### src/rtl/lst_ram.sv
module lst_ram #(
	parameter int WIDTH = 8,
	parameter int DEPTH = 64
) (
	input  logic                     clk,
	input  logic                     we,
	input  logic [$clog2(DEPTH)-1:0] waddr,
	input  logic [WIDTH-1:0]         wdata,
	input  logic [$clog2(DEPTH)-1:0] raddr,
	output logic [WIDTH-1:0]         rdata
);
	logic [WIDTH-1:0] mem [DEPTH];

	always_ff @(posedge clk) begin
		if (we) mem[waddr] <= wdata;
		rdata <= mem[raddr];
	end
endmodule

### config.mk
export PLATFORM = sky130hd
export DESIGN_NAME = lst_ram
export DESIGN_NICKNAME = d
export VERILOG_FILES = /design/src/rtl/lst_ram.sv
export SDC_FILE = /design/constraint.sdc
export NUM_CORES = 1
export LEC_CHECK = 0
export ABC_AREA = 1
export BUFFER_PORTS_ARGS = -buffer_cell sky130_fd_sc_hd__buf_2
export CAP_MARGIN = 20
export CORE_AREA = 5 5 191 193
export DETAILED_ROUTE_END_ITERATION = 16
export DIE_AREA = 0 0 196 198
export PLACE_DENSITY = 0.8
export SLEW_MARGIN = 20
export SYNTH_ARGS = -nofsm -noshare
export SYNTH_HDL_FRONTEND = slang
export SYNTH_SLANG_ARGS = --single-unit
### constraint.sdc
create_clock -name clk -period 2.8 [get_ports clk]
set_input_delay 0.56 -clock clk [delete_from_list [all_inputs] [get_ports clk]]
set_output_delay 0.56 -clock clk [all_outputs]
set_load 0.05 [all_outputs]
==> out/results.tsv, run 1 <==
metric	value	unit
Post-DRT Antenna Nets	0	
initial antenna violation count	3	
CP endpoint kind	flip-flop	
Data arrival, critical path	2.58	ns
Synth top area share	0.720	
vias after detailed routing	14656	
Post-Syn Instances	1805	
routability cong.	0.860	
Final Max Tran Viols	0	
DPL Wire Length	31500	um
count of final hold-check violations	0	
hold buffer count at cts	0	
All-Layer GR Usage	0.278	
switching share of power	0.222	
Detailed Route Iter0 Violations	2001	
syn avg cell area	11.8	um2
Synth area leaders	edfxtp_1 72%, nand2_1 11%, nand3_1 10%	
Port Buffer Count	29	
number of global-route vias before repair	14462	
crit-path max FO	52	
via/cell ratio	6.17	
routed len/inst	22.9	um
Max clock buf depth	3	
design area	23800	um2
Layout fillers	2307	
Worst setup SP type	input pin	
area of the die	38800	um2
unique cell type count in the Yosys netlist	16	
largest net degree at the start of global routing	121	
yosys warns	0	
Worst slew margin	0.464	
register area	15500	um2
CTS HTree Levels	2	
Worst Skew	0.0124	ns
syn nets	1827	
remaining global-route overflow	0	
Sequential Power Share	0.534	
Die Y	198	um
WS Path Type	in2reg	
Clk Tree Root Cell	clkbuf_16	
DRC viols	0	
Nets	1900	
die width	196	um
Max Cap Violations	0	
fmax	0.480	GHz
most common cell after layout, fill and taps aside	nand2_1	
VDD IR-drop max	0.487	mV
register area share after synthesis	0.728	
clock share of power	0.399	
area leader, netlist	edfxtp_1	
DP Area	22200	um2
HP Class	in2reg	
layout cells sized above 1	0.106	
RSZ-0062 raised after global routing	false	
period utilization	0.744	
Net Sw Power	3.59	mW
Internal Pwr Total	12.6	mW
post-layout minimum cycle time	2.08	ns
initial core utilization	0.621	
combinational share of power	0.067	
Worst-path clk slew	0.06	ns
post-CTS setup buffer count	0	
Setup violations, final	0	
worst path required time	3.30	ns
Row Count	68	
CTS buffer count	50	
Routed WL	54300	um
Worst-Skew Late Latency	0.56	ns
Slew @ Worst Pin	0.804	ns
status	completed	
Post-Syn Area	21300	um2
Multi-input gate area	4950	um2
Area growth, synth to finish	11.6	%
first-pass GRT wire length	82800	um
clock sinks	520	
floorplan core area	34400	um2
I/O pin total	30	
post-synthesis register bit count	520	
leakage power	8.74	nW
setup TNS	0	ns
pwr dens	680	nW/um2
CTS tree	yes	
drt first pass iters	6	
post_cts resized	0	
most frequent cells in the layout	648 x nand2_1, 512 x edfxtp_1, 439 x nand3_1, 91 x buf_4, 56 x nor2_1	
==> final timing paths <==
| check | cells after the start | slack [ns] | to | from |
|---|---|---|---|---|
| min reg2reg | 8 | 0.82 | rdata[1] | mem[46][1] |
| max | 11 | 0.72 | rdata[2] | raddr[0] |
| max reg2reg | 8 | 1.32 | rdata[2] | mem[55][2] |
| min | 3 | 0.39 | rdata[3] | raddr[5] |
==> metal layers <==
metal | vias to the layer above | part of all wire | track usage
met1 | 6984 | 0.36 | 0.368
met5 | - | 0 | 0
li1 | 6492 | - | -
met3 | 170 | 0.11 | 0.0539
met4 | 0 | 0.043 | 0.116
met2 | 1010 | 0.49 | 0.460
==> logic make-up (layout without fill, tap and decap cells) <==
kind of cell	count (synthesis)	count (layout)	synth area share
flip-flops	520	520	0.728
AND/OR/NAND/NOR	1160	1160	0.232
buffers and inverters	125	236	0.0402
other	0	3	0
==> synth_stat cells <==
cell and number:
buf_8 2, nor4_1 8, nand2_1 648, buf_4 14, inv_1 10, inv_2 1, buf_1 10, edfxtp_1 512
buf_2 37, dfxtp_1 8, clkbuf_1 15, buf_6 35, nand4_1 9, inv_6 1, nand3_1 439, nor2_1 56
==> power by group through the flow <==
stage	Combinational, mW	Sequential (mW)	Clock (mW)
floorplan	0.605	8.85	0
global placement	1.04	8.80	0
detailed placement	1.06	8.81	0
CTS	1.07	8.64	6.46
global route	1.17	8.64	6.85
finish	1.09	8.64	6.46
==> registers in the layout, summed over array words and instances, names as in the netlist <==
signal and cells:
mem 512, rdata 8
==> metrics by stage <==
| stage | total power, mW | worst slack, ns | hold slack (ns) | util | std cells |
|---|---|---|---|---|---|
| final | 16.2 | 0.717 | 0.390 | 0.693 | 2374 |
| after global routing | 16.7 | 0.685 | 0.390 | 0.693 | 2374 |
| after CTS | 16.2 | 0.781 | 0.380 | 0.692 | 2371 |
| after detailed placement | 9.87 | 0.236 | 0.796 | 0.647 | 2281 |
| after global placement | 9.84 | 0.250 | 0.812 | 0.647 | 2281 |
| after floorplan | 9.45 | 0.474 | 0.659 | - | 1805 |
==> critical path, cell delays in order <==
cell and delay, ns:
buf_6 0.16, inv_6 0.36, buf_4 0.44, nand2_1 0.11, nand3_1 0.08, nand3_1 0.13, nand2_1 0.10, nand2_1 0.05
nand3_1 0.24, nand3_1 0.17, nand2_1 0.13
==> area by class of cell <==
| class | count | area share |
|---|---|---|
| Sequential cell | 520 | 0.652 |
| Multi-Input combinational cell | 1160 | 0.208 |
| Clock buffer | 76 | 0.0623 |
| Timing Repair Buffer | 134 | 0.0475 |
| Tap cell | 455 | 0.0239 |
| Clock inverter | 14 | 0.00363 |
| Inverter | 12 | 0.00221 |
| Antenna cell | 3 | 0.000315 |
Note: power is estimated with default switching activity, not from simulation.
==> inputs of run 2 (changes only) <==
clock period = 2 ns   (was 2.8 ns; I/O delays follow)
==> run 2 against run 1 <==
Die area unchanged. Largest cell class unchanged. Register-to-register slack worse by 0.75 ns. Final area up 0.42%.
==> out/results.tsv, run 2 (synthesis results as in run 1) <==
metric	value	unit	change
status	completed		unchanged
CTS HTree Levels	2		unchanged
period utilization	0.841		
pwr dens	947	nW/um2	was 680 nW/um2
floorplan core area	34400	um2	unchanged
largest net degree at the start of global routing	72		was 121
VDD IR-drop max	0.752	mV	was 0.487 mV
switching share of power	0.219		was 0.222
CP max stage cell	dfxtp_1		was buf_4
initial antenna violation count	1		was 3
drt first pass iters	6		unchanged
Clk Tree Root Cell	clkbuf_16		unchanged
most frequent cells in the layout	648 x nand2_1, 512 x edfxtp_1, 439 x nand3_1, 95 x buf_4, 56 x nor2_1		was 648 x nand2_1, 512 x edfxtp_1, 439 x nand3_1, 91 x buf_4, 56 x nor2_1
clock share of power	0.398		was 0.399
Internal Pwr Total	17.7	mW	was 12.6 mW
Nets	1908		was 1,900
Die Y	198	um	unchanged
design area	23900	um2	was 23,800 um2
Data arrival, critical path	1.28	ns	was 2.58 ns
DRC viols	0		unchanged
most common cell after layout, fill and taps aside	nand2_1		unchanged
setup TNS	0	ns	unchanged
Net Sw Power	4.96	mW	was 3.59 mW
Sequential Power Share	0.534		about the same
Worst Skew	0.0140	ns	was 0.0124 ns
leakage power	8.79	nW	was 8.74 nW
DP Area	22300	um2	was 22,200 um2
Area growth, synth to finish	12.0	%	was 11.6%
Largest stage delay, worst path	0.42	ns	was 0.44 ns
fmax	0.595	GHz	
Routed WL	52200	um	was 54,300 um
Worst setup SP type	flip-flop		was input pin
Crit path max-delay family	flip-flops		was simple AND/OR/NAND/NOR gates
post-layout minimum cycle time	1.68	ns	
die width	196	um	unchanged
All-Layer GR Usage	0.269		was 0.278
worst path required time	1.60	ns	was 3.30 ns
Setup violations, final	0		unchanged
post-route setup slack	0.318	ns	was 0.717 ns
post-CTS setup buffer count	0		unchanged
WS Path Type	reg2out		was in2reg
layout cells sized above 1	0.108		was 0.106
Row Count	68		unchanged
routability cong.	0.841		was 0.860
Max clock buf depth	3		unchanged
Port Buffer Count	29		unchanged
Worst-path clk slew	0.06	ns	about the same
crit-path max FO	1		was 52
initial core utilization	0.621		unchanged
hold buffer count at cts	0		unchanged
count of final hold-check violations	0		unchanged
post_cts resized	0		unchanged
Worst-Skew Late Latency	0.57	ns	was 0.56 ns
HP Class	in2reg		unchanged
I/O pin total	30		unchanged
Detailed Route Iter0 Violations	1876		was 2,001
routed len/inst	21.9	um	was 22.9 um
Largest regs	mem x512, rdata x8		unchanged
max reg flops	512		unchanged
Layout Utilization	0.696		was 0.693
WP buf/inv	1		was 3
Slew @ Worst Pin	0.795	ns	was 0.804 ns
RSZ-0062 raised after global routing	false		unchanged
CTS tree	yes		unchanged
DPL Wire Length	30300	um	was 31,500 um
clock sinks	520		unchanged
first-pass GRT wire length	80600	um	was 82,800 um
number of global-route vias before repair	14219		was 14,462
CTS buffer count	50		unchanged
Final Max Tran Viols	0		unchanged
area of the die	38800	um2	unchanged
remaining global-route overflow	0		unchanged
largest register by flop count	mem		unchanged
combinational share of power	0.068		was 0.067
via/cell ratio	6.08		was 6.17
Layout fillers	2312		was 2,307
CP cell instances	buf_2		was buf_6 > inv_6 > buf_4 > nand2_1 > nand3_1 > nand3_1 > nand2_1 > nand2_1 > nand3_1 > nand3_1 > nand2_1
CP endpoint kind	primary output		was flip-flop
vias after detailed routing	14483		was 14,656
Worst slew margin	0.470		was 0.464
Post-DRT Antenna Nets	0		unchanged
Place WS	0.0311	ns	was 0.236 ns
Max Cap Violations	0		unchanged
-- run 2: changes by cell type in the layout (fill, tap and decap cells not counted), sizes merged --
| cell | previous run | this run |
|---|---|---|
| clkbuf | 76 | 70 |
| buf | 134 | 142 |
| bufinv | 1 | 3 |
| clkinv | 12 | 17 |
| diode | 3 | 2 |
-- run 2: worst paths after layout --
path | start | endpoint | slack, ns | cells past startpoint
setup / recovery | rdata[7] | rdata[7] | 0.32 | 1
hold / removal | raddr[5] | rdata[3] | 0.21 | 3
hold reg to reg | mem[44][0] | rdata[0] | 0.81 | 8
setup reg to reg | mem[53][4] | rdata[4] | 0.57 | 8
-- run 2: cell type report --
cell class / instances / area, um2 / area share
Antenna cell: 2 / 5.00 / 0.000209
Clock buffer: 70 / 1390 / 0.0581
Clock inverter: 21 / 171 / 0.00717
Inverter: 12 / 52.6 / 0.00220
Multi-Input combinational cell: 1160 / 4950 / 0.207
Sequential cell: 520 / 15500 / 0.650
Tap cell: 455 / 569 / 0.0238
Timing Repair Buffer: 142 / 1240 / 0.0519
-- run 2: power groups by stage --
stage	logic (mW)	clock network, mW	registers [mW]
2_1_floorplan	0.848	0	12.4
5_1_grt	1.65	9.54	12.1
6_report	1.54	9.00	12.1
3_3_place_gp	1.45	0	12.3
3_5_place_dp	1.50	0	12.3
4_1_cts	1.51	9.08	12.1
-- run 2: routing by layer --
metal  routed length (um)  share of wire  track usage
met1                19200           0.37        0.365
met2                25200           0.48        0.440
met3                 5510           0.11       0.0451
met4                 2330          0.045        0.115
met5                    0              0            0
-- run 2: metrics by stage --
stage / hold WS, ns / instances / total power, mW
after floorplan: 0.499 / 1805 / 13.2
after global placement: 0.778 / 2289 / 13.8
after detailed placement: 0.783 / 2289 / 13.8
after CTS: 0.190 / 2380 / 22.7
after global routing: 0.218 / 2381 / 23.3
final: 0.211 / 2382 / 22.6
==> inputs of run 3 (changes only) <==
CORE_AREA = 5 5 200 202   (was 5 5 191 193)
DIE_AREA = 0 0 205 207   (was 0 0 196 198)
PLACE_DENSITY = 0.76   (was 0.8)
clock period = 1.5 ns   (was 2 ns; I/O delays follow)
==> run 3 against run 2 <==
Count of clock-buffer cells in the layout decreased by 6. Hold slack worse by 0.11 ns. Global-route usage decreased by 1.3 points. Final area rose by 5.5%. Critical path type unchanged. Critical endpoint is now rdata[5]. Largest power group unchanged. Highest routed layer unchanged.
==> out/results.tsv, run 3 (synthesis results as in run 1) <==
metric	value	unit	change
floorplan core area	38100	um2	was 34,400 um2
most frequent cells in the layout	648 x nand2_1, 512 x edfxtp_1, 438 x nand3_1, 119 x buf_4, 55 x buf_12		was 648 x nand2_1, 512 x edfxtp_1, 439 x nand3_1, 95 x buf_4, 56 x nor2_1
Pwr Total	31.0	mW	was 22.6 mW
Largest regs	mem x512, rdata x8		unchanged
CTS HTree Levels	2		unchanged
register area	15500	um2	unchanged
cell count after placement	2405		was 2,289
largest register by flop count	mem		unchanged
most common cell after layout, fill and taps aside	nand2_1		unchanged
Largest stage delay, worst path	0.38	ns	was 0.42 ns
post_cts resized	7		was 0
count of final hold-check violations	0		unchanged
WS Path Type	reg2out		unchanged
Sequential Power Share	0.521		was 0.534
RSZ-0062 raised after global routing	false		unchanged
WHS Endpoint	rdata[6]		was rdata[3]
Finished Layout Cells	2495		was 2,382
initial antenna violation count	0		was 1
Row Count	72		was 68
WP buf/inv	1		unchanged
Max clock buf depth	3		unchanged
Data arrival, critical path	1.19	ns	was 1.28 ns
HP Class	in2reg		unchanged
status	completed		unchanged
Worst Skew	0.00945	ns	was 0.0140 ns
hold buffer count at cts	0		unchanged
Net Sw Power	6.83	mW	was 4.96 mW
CTS tree	yes		unchanged
routed len/inst	21.7	um	was 21.9 um
post-layout minimum cycle time	1.49	ns	
CP endpoint kind	primary output		unchanged
Multi-input gate area	5230	um2	was 4950 um2
All-Layer GR Usage	0.256		was 0.269
Nets	1960		was 1,908
Die Y	207	um	was 198 um
initial core utilization	0.560		was 0.621
die width	205	um	was 196 um
Clk Tree Root Cell	clkbuf_16		unchanged
Reg2Reg Launch Point	mem[21][6]		was mem[53][4]
Setup violations, final	0		unchanged
FF-to-FF path depth	8		unchanged
drt first pass iters	8		was 6
area of the die	42400	um2	was 38,800 um2
switching share of power	0.220		was 0.219
Layout Utilization	0.662		was 0.696
Final Max Tran Viols	0		unchanged
clock sinks	520		unchanged
fmax	0.671	GHz	
CP cell instances	buf_4		was buf_2
Post-DRT Antenna Nets	0		unchanged
Port Buffer Count	29		unchanged
R2R setup slack	0.11	ns	was 0.57 ns
I/O pin total	30		unchanged
post-CTS setup buffer count	0		unchanged
Routed WL	54100	um	was 52,200 um
first-pass GRT wire length	84200	um	was 80,600 um
Max Cap Violations	0		unchanged
hold path cells	3		unchanged
combinational share of power	0.077		was 0.068
remaining global-route overflow	0		unchanged
number of global-route vias before repair	14638		was 14,219
layout cells sized above 1	0.166		was 0.108
VDD IR-drop max	0.810	mV	was 0.752 mV
DPL Wire Length	32600	um	was 30,300 um
Area growth, synth to finish	18.2	%	was 12.0%
Crit path max-delay family	flip-flops		unchanged
max reg flops	512		unchanged
clock share of power	0.402		was 0.398
Detailed Route Iter0 Violations	1864		was 1,876
crit-path max FO	1		unchanged
vias after detailed routing	14678		was 14,483
Worst-path clk slew	0.06	ns	about the same
Slew @ Worst Pin	1.03	ns	was 0.795 ns
largest net degree at the start of global routing	65		was 72
pwr dens	1230	nW/um2	was 947 nW/um2
setup TNS	0	ns	unchanged
reg-to-reg endpoint	rdata[6]		was rdata[4]
via/cell ratio	5.88		was 6.08
HP Start	raddr[5]		unchanged
period utilization	0.993		
DRC viols	0		unchanged
CP max stage cell	dfxtp_1		unchanged
Internal Pwr Total	24.1	mW	was 17.7 mW
leakage power	9.22	nW	was 8.79 nW
Worst slew margin	0.314		was 0.470
Worst-Skew Late Latency	0.56	ns	was 0.57 ns
routability cong.	0.881		was 0.841
Layout fillers	2583		was 2,312
CTS buffer count	49		was 50
Worst setup SP type	flip-flop		unchanged
worst path required time	1.20	ns	was 1.60 ns
==> run 3: cell count changes in the layout (fill, tap and decap cells not counted), sizes merged <==
cell,before,now
bufinv,3,5
buf,142,194
clkinvlp,1,4
clkinv,17,16
diode,2,1
clkbuf,70,65
==> run 3: area by class of cell <==
class / count / area share
repair buffers: 195 / 0.0836
diodes: 1 / 0.0000992
inverters: 12 / 0.00283
multi-input cells: 1160 / 0.207
clock buffers: 64 / 0.0545
well taps: 518 / 0.0257
clock inverters: 25 / 0.0102
flip-flops and latches: 520 / 0.616
==> run 3: through the flow <==
stage	setup WS (ns)	cell area (um2)	hold WS, ns
global route	0.00138	25200	0.0848
detailed placement	-0.376	23600	0.664
global placement	-0.328	23600	0.674
floorplan	-0.353	21700	0.399
CTS	0.000210	25200	0.0754
finish	0.00996	25200	0.0989
==> run 3: how the worst max path moves through the flow <==
| stage | from | end | slack, ns | depth (start not counted) |
|---|---|---|---|---|
| 5_1_grt | rdata[5] | rdata[5] | 0.001 | 1 |
| 4_1_cts | rdata[0] | rdata[0] | 0.0002 | 1 |
| 3_3_place_gp | raddr[0] | rdata[6] | -0.33 | 12 |
| 6_report | rdata[5] | rdata[5] | 0.01 | 1 |
| 3_5_place_dp | waddr[2] | mem[42][0] | -0.38 | 5 |
| 2_1_floorplan | we | mem[48][0] | -0.35 | 3 |
==> run 3: power by group through the flow <==
stage | combinational, mW | sequential, mW | clock (mW)
2_1_floorplan | 1.20 | 16.5 | 0
3_3_place_gp | 2.26 | 16.4 | 0
3_5_place_dp | 2.32 | 16.4 | 0
4_1_cts | 2.36 | 16.1 | 12.6
5_1_grt | 2.56 | 16.1 | 13.2
6_report | 2.38 | 16.1 | 12.5
==> run 3: routing by layer <==
| metal | up-vias | routed length [um] | GRT usage |
|---|---|---|---|
| met2 | 799 | 26500 | 0.419 |
| met3 | 117 | 5370 | 0.0421 |
| met5 | - | 0 | 0 |
| met4 | 0 | 1630 | 0.0813 |
| met1 | 7138 | 20600 | 0.355 |
| li1 | 6624 | - | - |
